## src/rtl/core/assert_macros.svh

```systemverilog
// Concurrent assertion macros shared by the filter RTL.
`ifndef ASSERT_MACROS_SVH
`define ASSERT_MACROS_SVH

// Check a condition at every clock edge outside reset.
`define ASSERT_HOLDS(lbl, clk, rst_n, cond) \
	lbl: assert property (@(posedge clk) disable iff (!(rst_n)) (cond)) \
		else $error("%m: check failed");

// Check that a condition holds in the cycle after a trigger.
`define ASSERT_NEXT(lbl, clk, rst_n, trig, cond) \
	lbl: assert property (@(posedge clk) disable iff (!(rst_n)) (trig) |=> (cond)) \
		else $error("%m: check failed");

`endif

```

## src/rtl/core/skdf_pkg.sv

```systemverilog
// Types and constants for the scalar Kalman distance filter.
package skdf_pkg;

	localparam int unsigned CFG_IDX_W = 2;
	localparam logic [CFG_IDX_W-1:0] REG_MEAS_NOISE   = 2'd0;
	localparam logic [CFG_IDX_W-1:0] REG_INIT_UNC     = 2'd1;
	localparam logic [CFG_IDX_W-1:0] REG_PROC_NOISE   = 2'd2;

	localparam logic [31:0] MEAS_NOISE_RST = 32'd131072;
	localparam logic [31:0] INIT_UNC_RST   = 32'd131072;
	localparam logic [31:0] PROC_NOISE_RST = 32'd655;

	localparam logic [16:0] ONE_Q16 = 17'h10000;
	localparam logic [8:0]  MAX_CM  = 9'd400;
	localparam logic signed [9:0] NO_ECHO_CM = -10'sd1;

	localparam int unsigned DIV_STEPS = 17;
	localparam int unsigned DIV_CNT_W = 5;

	typedef enum logic [2:0] {
		ST_IDLE,
		ST_DIV,
		ST_MUL_GAIN,
		ST_MUL_DECAY,
		ST_MUL_NOISE,
		ST_SUM,
		ST_DONE
	} ctrl_state_t;

	typedef enum logic [1:0] {
		MUL_GAIN,
		MUL_DECAY,
		MUL_NOISE
	} mul_sel_t;

	typedef struct packed {
		logic     capture;
		logic     div_step;
		logic     mul_en;
		mul_sel_t mul_sel;
		logic     est_update;
		logic     acc_load;
		logic     unc_update;
		logic     out_load;
	} dp_cmd_t;

	typedef struct packed {
		logic no_echo_in;
		logic div_last;
	} dp_sts_t;

endpackage

```

## src/rtl/core/skdf_ctrl.sv

```systemverilog
// Sequencing state machine for the filter datapath and output handshake.
`include "assert_macros.svh"

module skdf_ctrl (
	input  logic              clk,
	input  logic              arst_n,
	input  logic              in_valid,
	output logic              in_stall,
	output logic              out_valid,
	input  logic              out_stall,
	input  skdf_pkg::dp_sts_t sts,
	output skdf_pkg::dp_cmd_t cmd
);
	import skdf_pkg::*;

	ctrl_state_t state_q, state_d;
	logic        out_valid_q;
	logic        in_xfer;
	logic        out_free;

	assign in_xfer  = in_valid && !in_stall;
	assign out_free = !out_valid_q || !out_stall;
	assign out_valid = out_valid_q;

	always_comb begin
		state_d = state_q;
		case (state_q)
			ST_IDLE: begin
				if (in_valid) begin
					state_d = sts.no_echo_in ? ST_DONE : ST_DIV;
				end
			end
			ST_DIV: begin
				if (sts.div_last) begin
					state_d = ST_MUL_GAIN;
				end
			end
			ST_MUL_GAIN:  state_d = ST_MUL_DECAY;
			ST_MUL_DECAY: state_d = ST_MUL_NOISE;
			ST_MUL_NOISE: state_d = ST_SUM;
			ST_SUM:       state_d = ST_DONE;
			ST_DONE: begin
				if (out_free) begin
					state_d = ST_IDLE;
				end
			end
			default:      state_d = ST_IDLE;
		endcase
	end

	always_comb begin
		cmd          = '0;
		cmd.mul_sel  = MUL_GAIN;
		in_stall     = 1'b1;
		case (state_q)
			ST_IDLE: begin
				in_stall    = 1'b0;
				cmd.capture = in_valid;
			end
			ST_DIV: begin
				cmd.div_step = 1'b1;
			end
			ST_MUL_GAIN: begin
				cmd.mul_en  = 1'b1;
				cmd.mul_sel = MUL_GAIN;
			end
			ST_MUL_DECAY: begin
				cmd.mul_en     = 1'b1;
				cmd.mul_sel    = MUL_DECAY;
				cmd.est_update = 1'b1;
			end
			ST_MUL_NOISE: begin
				cmd.mul_en   = 1'b1;
				cmd.mul_sel  = MUL_NOISE;
				cmd.acc_load = 1'b1;
			end
			ST_SUM: begin
				cmd.unc_update = 1'b1;
			end
			ST_DONE: begin
				cmd.out_load = out_free;
			end
			default: begin
				in_stall = 1'b1;
			end
		endcase
	end

	always_ff @(posedge clk or negedge arst_n) begin
		if (!arst_n) begin
			state_q     <= ST_IDLE;
			out_valid_q <= 1'b0;
		end else begin
			state_q <= state_d;
			if (cmd.out_load) begin
				out_valid_q <= 1'b1;
			end else if (!out_stall) begin
				out_valid_q <= 1'b0;
			end
		end
	end

	`ASSERT_NEXT(a_no_echo_short, clk, arst_n, in_xfer && sts.no_echo_in, state_q == ST_DONE)
	`ASSERT_HOLDS(a_load_free, clk, arst_n, !cmd.out_load || !(out_valid_q && out_stall))
	`ASSERT_NEXT(a_div_hold, clk, arst_n, state_q == ST_DIV && !sts.div_last, state_q == ST_DIV)

endmodule

```

## src/rtl/core/skdf_dp.sv

```systemverilog
// Filter datapath: registers, serial gain divider, shared multiplier, result register.
`include "assert_macros.svh"

module skdf_dp (
	input  logic                                clk,
	input  logic                                arst_n,
	input  logic signed [9:0]                   reading_cm,
	input  logic                                cfg_we,
	input  logic [skdf_pkg::CFG_IDX_W-1:0]      cfg_index,
	input  logic [31:0]                         cfg_data,
	input  skdf_pkg::dp_cmd_t                   cmd,
	output skdf_pkg::dp_sts_t                   sts,
	output logic signed [9:0]                   distance_cm,
	output logic [24:0]                         estimate_fixed,
	output logic [16:0]                         gain,
	output logic                                no_echo
);
	import skdf_pkg::*;

	logic [31:0] meas_noise_q, proc_noise_q;
	logic [31:0] unc_q;
	logic [24:0] est_q;
	logic [16:0] gain_q;

	logic [24:0] meas_q, dist_q, step_q;
	logic        up_q, no_echo_q, dz_q;
	logic [32:0] denom_q, rem_q;
	logic [16:0] quot_q;
	logic [DIV_CNT_W-1:0] div_cnt_q;
	logic [56:0] mul_q, acc_q;

	logic signed [9:0] distance_q;
	logic [24:0]       estimate_q;
	logic [16:0]       gain_out_q;
	logic              no_echo_out_q;

	logic [8:0]  cm_w;
	logic [32:0] denom_w;
	logic [33:0] div_sh;
	logic        div_ge;
	logic        num_bit;
	logic [16:0] g_w;
	logic [31:0] mul_a;
	logic [24:0] mul_b;
	logic [24:0] step_w;
	logic [57:0] sum_w;
	logic [41:0] unc_w;

	assign sts.no_echo_in = (reading_cm == NO_ECHO_CM);
	assign sts.div_last   = (div_cnt_q == '0);

	always_comb begin
		if (reading_cm < 0) begin
			cm_w = '0;
		end else if (reading_cm > signed'({1'b0, MAX_CM})) begin
			cm_w = MAX_CM;
		end else begin
			cm_w = reading_cm[8:0];
		end
	end

	assign denom_w = {1'b0, unc_q} + {1'b0, meas_noise_q};
	assign num_bit = (div_cnt_q == DIV_CNT_W'(DIV_STEPS - 1)) ? unc_q[0] : 1'b0;
	assign div_sh  = {rem_q, num_bit};
	assign div_ge  = div_sh >= {1'b0, denom_q};
	assign g_w     = dz_q ? '0 : quot_q;

	always_comb begin
		case (cmd.mul_sel)
			MUL_GAIN: begin
				mul_a = {7'd0, dist_q};
				mul_b = {8'd0, g_w};
			end
			MUL_DECAY: begin
				mul_a = unc_q;
				mul_b = {8'd0, 17'(ONE_Q16 - g_w)};
			end
			MUL_NOISE: begin
				mul_a = proc_noise_q;
				mul_b = step_q;
			end
			default: begin
				mul_a = '0;
				mul_b = '0;
			end
		endcase
	end

	assign step_w = mul_q[40:16];
	assign sum_w  = {1'b0, acc_q} + {1'b0, mul_q};
	assign unc_w  = sum_w[57:16];

	always_ff @(posedge clk or negedge arst_n) begin
		if (!arst_n) begin
			meas_noise_q <= MEAS_NOISE_RST;
			proc_noise_q <= PROC_NOISE_RST;
			unc_q        <= INIT_UNC_RST;
			est_q        <= '0;
			gain_q       <= '0;
			div_cnt_q    <= '0;
		end else begin
			if (cfg_we) begin
				case (cfg_index)
					REG_MEAS_NOISE: meas_noise_q <= cfg_data;
					REG_INIT_UNC:   unc_q        <= cfg_data;
					REG_PROC_NOISE: proc_noise_q <= cfg_data;
					default:        ;
				endcase
			end
			if (cmd.capture) begin
				div_cnt_q <= DIV_CNT_W'(DIV_STEPS - 1);
			end else if (cmd.div_step) begin
				div_cnt_q <= div_cnt_q - 1'b1;
			end
			if (cmd.est_update) begin
				est_q  <= up_q ? est_q + step_w : est_q - step_w;
				gain_q <= g_w;
			end
			if (cmd.unc_update) begin
				unc_q <= (|unc_w[41:32]) ? '1 : unc_w[31:0];
			end
		end
	end

	always_ff @(posedge clk) begin
		if (cmd.capture) begin
			meas_q    <= {cm_w, 16'd0};
			no_echo_q <= sts.no_echo_in;
			denom_q   <= denom_w;
			dz_q      <= (denom_w == '0);
			rem_q     <= {2'd0, unc_q[31:1]};
		end
		if (cmd.div_step) begin
			rem_q  <= div_ge ? 33'(div_sh - {1'b0, denom_q}) : div_sh[32:0];
			quot_q <= {quot_q[15:0], div_ge};
			up_q   <= meas_q >= est_q;
			dist_q <= (meas_q >= est_q) ? meas_q - est_q : est_q - meas_q;
		end
		if (cmd.mul_en) begin
			mul_q <= mul_a * mul_b;
		end
		if (cmd.est_update) begin
			step_q <= step_w;
		end
		if (cmd.acc_load) begin
			acc_q <= mul_q;
		end
		if (cmd.out_load) begin
			distance_q    <= no_echo_q ? NO_ECHO_CM : signed'({1'b0, est_q[24:16]});
			estimate_q    <= est_q;
			gain_out_q    <= gain_q;
			no_echo_out_q <= no_echo_q;
		end
	end

	assign distance_cm    = distance_q;
	assign estimate_fixed = estimate_q;
	assign gain           = gain_out_q;
	assign no_echo        = no_echo_out_q;

	`ASSERT_HOLDS(a_gain_range, clk, arst_n, !gain_q[16] || (gain_q[15:0] == '0))

endmodule

```

## src/rtl/core/scalar_kalman_distance_filter_top.sv

```systemverilog
// Scalar Kalman distance filter: top level joining controller and datapath.
// Sequence: each accepted reading runs the 17-step serial gain divider, three passes
// through the shared 32x25 multiplier, the final sum, the result load and idle.
// A no-echo reading skips straight to the result load. in_stall stays high until idle, so
// one reading is in flight at a time. A waiting result does not block the next transfer.
// Reset: asynchronous, active low; configuration registers, estimate, gain and uncertainty take defaults.
module scalar_kalman_distance_filter_top (
	input  logic                            clk,
	input  logic                            arst_n,
	input  logic                            in_valid,
	output logic                            in_stall,
	input  logic signed [9:0]               reading_cm,
	output logic                            out_valid,
	input  logic                            out_stall,
	output logic signed [9:0]               distance_cm,
	output logic [24:0]                     estimate_fixed,
	output logic [16:0]                     gain,
	output logic                            no_echo,
	input  logic                            cfg_valid,
	output logic                            cfg_ready,
	input  logic [skdf_pkg::CFG_IDX_W-1:0]  cfg_index,
	input  logic [31:0]                     cfg_data
);
	import skdf_pkg::*;

	dp_cmd_t cmd;
	dp_sts_t sts;

	assign cfg_ready = 1'b1;

	skdf_ctrl u_ctrl (
		.clk       (clk),
		.arst_n    (arst_n),
		.in_valid  (in_valid),
		.in_stall  (in_stall),
		.out_valid (out_valid),
		.out_stall (out_stall),
		.sts       (sts),
		.cmd       (cmd)
	);

	skdf_dp u_dp (
		.clk            (clk),
		.arst_n         (arst_n),
		.reading_cm     (reading_cm),
		.cfg_we         (cfg_valid && cfg_ready),
		.cfg_index      (cfg_index),
		.cfg_data       (cfg_data),
		.cmd            (cmd),
		.sts            (sts),
		.distance_cm    (distance_cm),
		.estimate_fixed (estimate_fixed),
		.gain           (gain),
		.no_echo        (no_echo)
	);

endmodule

```

## config.mk

```make
export PLATFORM = sky130hd
export DESIGN_NAME = scalar_kalman_distance_filter_top
export DESIGN_NICKNAME = d
export VERILOG_FILES = /design/src/rtl/core/skdf_pkg.sv /design/src/rtl/core/skdf_ctrl.sv /design/src/rtl/core/skdf_dp.sv /design/src/rtl/core/scalar_kalman_distance_filter_top.sv
export VERILOG_INCLUDE_DIRS = /design/src /design/src/rtl/core
export SDC_FILE = /design/constraint.sdc
export NUM_CORES = 2
export LEC_CHECK = 0
export BUFFER_PORTS_ARGS = -buffer_cell sky130_fd_sc_hd__buf_2
export CAP_MARGIN = 5
export CELL_PAD_IN_SITES_DETAIL_PLACEMENT = 0
export CELL_PAD_IN_SITES_GLOBAL_PLACEMENT = 2
export CORE_AREA = 3 3 348 350
export DETAILED_ROUTE_END_ITERATION = 8
export DIE_AREA = 0 0 351 353
export GPL_TIMING_DRIVEN = 0
export PLACE_DENSITY_LB_ADDON = 0.05
export SETUP_SLACK_MARGIN = 0.05
export SKIP_LAST_GASP = 1
export SLEW_MARGIN = 25
export SYNTH_ARGS = -nofsm -noshare
export SYNTH_HDL_FRONTEND = slang
export SYNTH_SLANG_ARGS = --single-unit
```

## constraint.sdc

```tcl
create_clock -name clk -period 12.25 [get_ports clk]
set_input_delay 1.8375 -clock clk [delete_from_list [all_inputs] [get_ports clk]]
set_output_delay 1.8375 -clock clk [all_outputs]
set_load 0.01 [all_outputs]
```

==> results.md <==
* Hold-critical path depth at 0
* Syn Inst Count at 5356
* Syn Area/Cell at 9.47 um^2
* Critical path fanouts, max at 10
* Max stage delay cell, worst path: clkdlybuf4s15_1
* Ys async rst share at 32.1%
* Max stage delay on crit path at 0.79 ns
* Crit path capture type: flop
* Number of synthesis warnings at 0
* Crit path launch type: flop
* Placed Cells at between 7000 and 8000
* Antenna viol nets, final at 0
* # hold bufs at CTS at 0
* Total track usage at 30.8%
* Worst R2R Setup Slack at 0.52 ns
* Post-synthesis sequential area ratio at 25.7%
* Area Growth Syn to Fin at 10.2%
* DP HPWL at 155000 um
* Cells on worst reg2reg path at 31
* Fin worst setup slack at 0.525 ns
* Slew Viols, Final at 0
* Slew @ Worst Pin at 1.14 ns
* Post-synth EDFFs at 311
* Final #Nets at 6648
* Hold_sp: u_dp.gain_q[0]
* Chip height at 353 um
* Netlist Area Pre-Place at 50700 um^2
* Die Wd at about 350 um
* Starting Density at around 43%
* Number of global-route vias before repair at approximately 40000
* # resized after CTS at 14
* # IOs at 105
* Worst-skew pair later-pin latency at roughly 0.66 ns
* Row cnt at 126
* Final wirelength at 188000 um
* Synth Flop Type: edfxtp_1
* DR vias at 39800
* Largest net degree at the start of global routing at 78
* Worst-path clk slew at 0.07 ns
* Tmin final at approximately 12 ns
* Post-CTS Setup Inserts at 0
* CTS Buf Count at 52
* Slew margin rel. at between 20% and 30%
* Gpl congestion at 0.951
* WHS at 0.449 ns
* Worst slack, placed at -0.360 ns
* Maxcap violations at 0
* Area of the die at 124000 um^2
* Layout Skew at 0.0459 ns
* Final setup vio count at 0
* Initial antenna violation count at 10
* Root buffer cell: clkbuf_16
* Drt pass-1 iters at 6
* Wirelength per Cell at between 20 and 30 um
* Most frequent cells in the layout: inv_1 (898), fa_1 (691), nand2_1 (647)
* Synthesized flop and latch total at about 460
* Grt ovf at 0
* Iter 0 DRT Violations at 3512
* Worst Path Arrival at around 12 ns
* Most used cell, CP: fa_1
* Reg2reg start: u_ctrl.state_q[0]
* WHS Endpoint: u_dp.gain[0]
* Reg-to-Reg End: u_dp.mul_q[52]
* Outcome: completed
* Drt via density at 5.58
* Layout Cells excl Fill at between 7000 and 8000
* DRC at 0
* H-tree depth at 2
* Share of cells above drive strength 1 at under 10%
* Synth cell types at 88
* CTS tree: built
* Core area at 118000 um^2
* Fin crit share at 95.7%
* Max Fclk at 0.0853 GHz
* WP data required at approximately 13 ns
* Commonest non-fill, non-tap cell in the layout: inv_1
* First-pass GRT wire length at 278000 um
* Clk sink count at 458
* Hold crit path type: reg2reg
* Unrepaired setup endpoints after global routing: false
* Max clock buf depth at 3
* Hold Violations, Final at 0
* IO Port Bufs at 103
* Post-Syn Nets at 6453
* Setup CP Type: reg2reg
synthesized netlist by cell type, drive strengths merged (36+ instances only):
| library cell | n | area (um^2) |
|---|---|---|
| xor2 | 68 | 596 |
| xnor2 | 152 | 1340 |
| fa | 691 | 13800 |
| inv | 901 | 3380 |
| o21ai | 222 | 1120 |
| edfxtp | 311 | 9340 |
| a21o | 102 | 768 |
| nor2 | 556 | 2090 |
| and3 | 54 | 338 |
| ha | 357 | 4470 |
| nor3 | 44 | 225 |
| nand3 | 41 | 205 |
| mux2 | 66 | 743 |
| dfrtp | 139 | 3480 |
| nand2b | 46 | 288 |
| a221oi | 36 | 333 |
| clkbuf | 193 | 724 |
| a21oi | 243 | 1220 |
| nand2 | 648 | 2430 |
worst max path at each step:
stage | to | from | cells after the start | slack (ns)
global placement | u_dp.mul_q[51] | u_ctrl.state_q[0] | 32 | -3.44
CTS | u_dp.mul_q[51] | u_ctrl.state_q[0] | 32 | 0.08
floorplan | u_dp.mul_q[49] | u_ctrl.state_q[0] | 31 | 1.84
global route | u_dp.mul_q[52] | u_dp.quot_q[0] | 38 | 0.05
detailed placement | u_dp.mul_q[51] | u_dp.quot_q[0] | 37 | -0.36
finish | u_dp.mul_q[52] | u_ctrl.state_q[0] | 31 | 0.52
worst max-delay path, delay by kind of cell (launching register included):
| kind | cells | cell delay, ns |
|---|---|---|
| xor gates and xnor gates | 1 | 0.15 |
| and+or+nand+nor | 5 | 1.59 |
| AOI/OAI and AO/OA | 10 | 3.25 |
| buffers and inverters | 7 | 2.24 |
| DFF | 1 | 0.46 |
| adders and majority gates | 8 | 3.75 |
area by class of cell:
cell class                      count  area, um^2
Buffer                            212         870
Clock inverter                     30         354
Clock buffer                       67        1400
Antenna cell                        5        12.5
Multi-Input combinational cell   3784       33900
Sequential cell                   458       13000
Fill cell                       11500       62100
Tap cell                         1536        1920
Timing Repair Buffer              142        1090
Inverter                          901        3380
stage by stage:
stage,util (%),setup TNS (ns),instance area (um^2)
finish,47.4,0,55900
global route,47.4,0,55900
CTS,47.3,0,55900
detailed placement,45.8,-1.11,54100
global placement,45.0,-70.50,53200
floorplan,-,0,50700
routing by layer:
layer / share of wire [%] / up-vias / track usage [%]
li1: - / 17800 / -
met2: 44 / 1476 / 46.6
met5: 0.0085 / - / 0
met1: 44 / 20300 / 44.3
met4: 4.0 / 2 / 10.3
met3: 8.1 / 285 / 5.83
state kept, by name, indices dropped and copies added, names as in the netlist, 32 cells and up:
register and count:
u_dp.acc_q 57, u_dp.mul_q 57, u_dp.denom_q 33, u_dp.rem_q 33, u_dp.meas_noise_q 32, u_dp.proc_noise_q 32
u_dp.unc_q 32
logic make-up (layout without fill, tap and decap cells):
logic type | Yosys count | in the layout | synth area share (%)
muxes | 92 | 92 | 1.98
buffers and inverters | 1114 | 1352 | 8.28
other | 1 | 6 | 0.00739
DFF | 458 | 458 | 25.7
and+or+nand+nor | 1566 | 1566 | 13.3
adders and majority gates | 1048 | 1048 | 36.1
AOI/OAI and AO/OA | 857 | 857 | 10.9
xor gates and xnor gates | 220 | 220 | 3.81
Power is not shown: default switching activity piles up to over one toggle a cycle in this logic, so the estimate is an artifact.
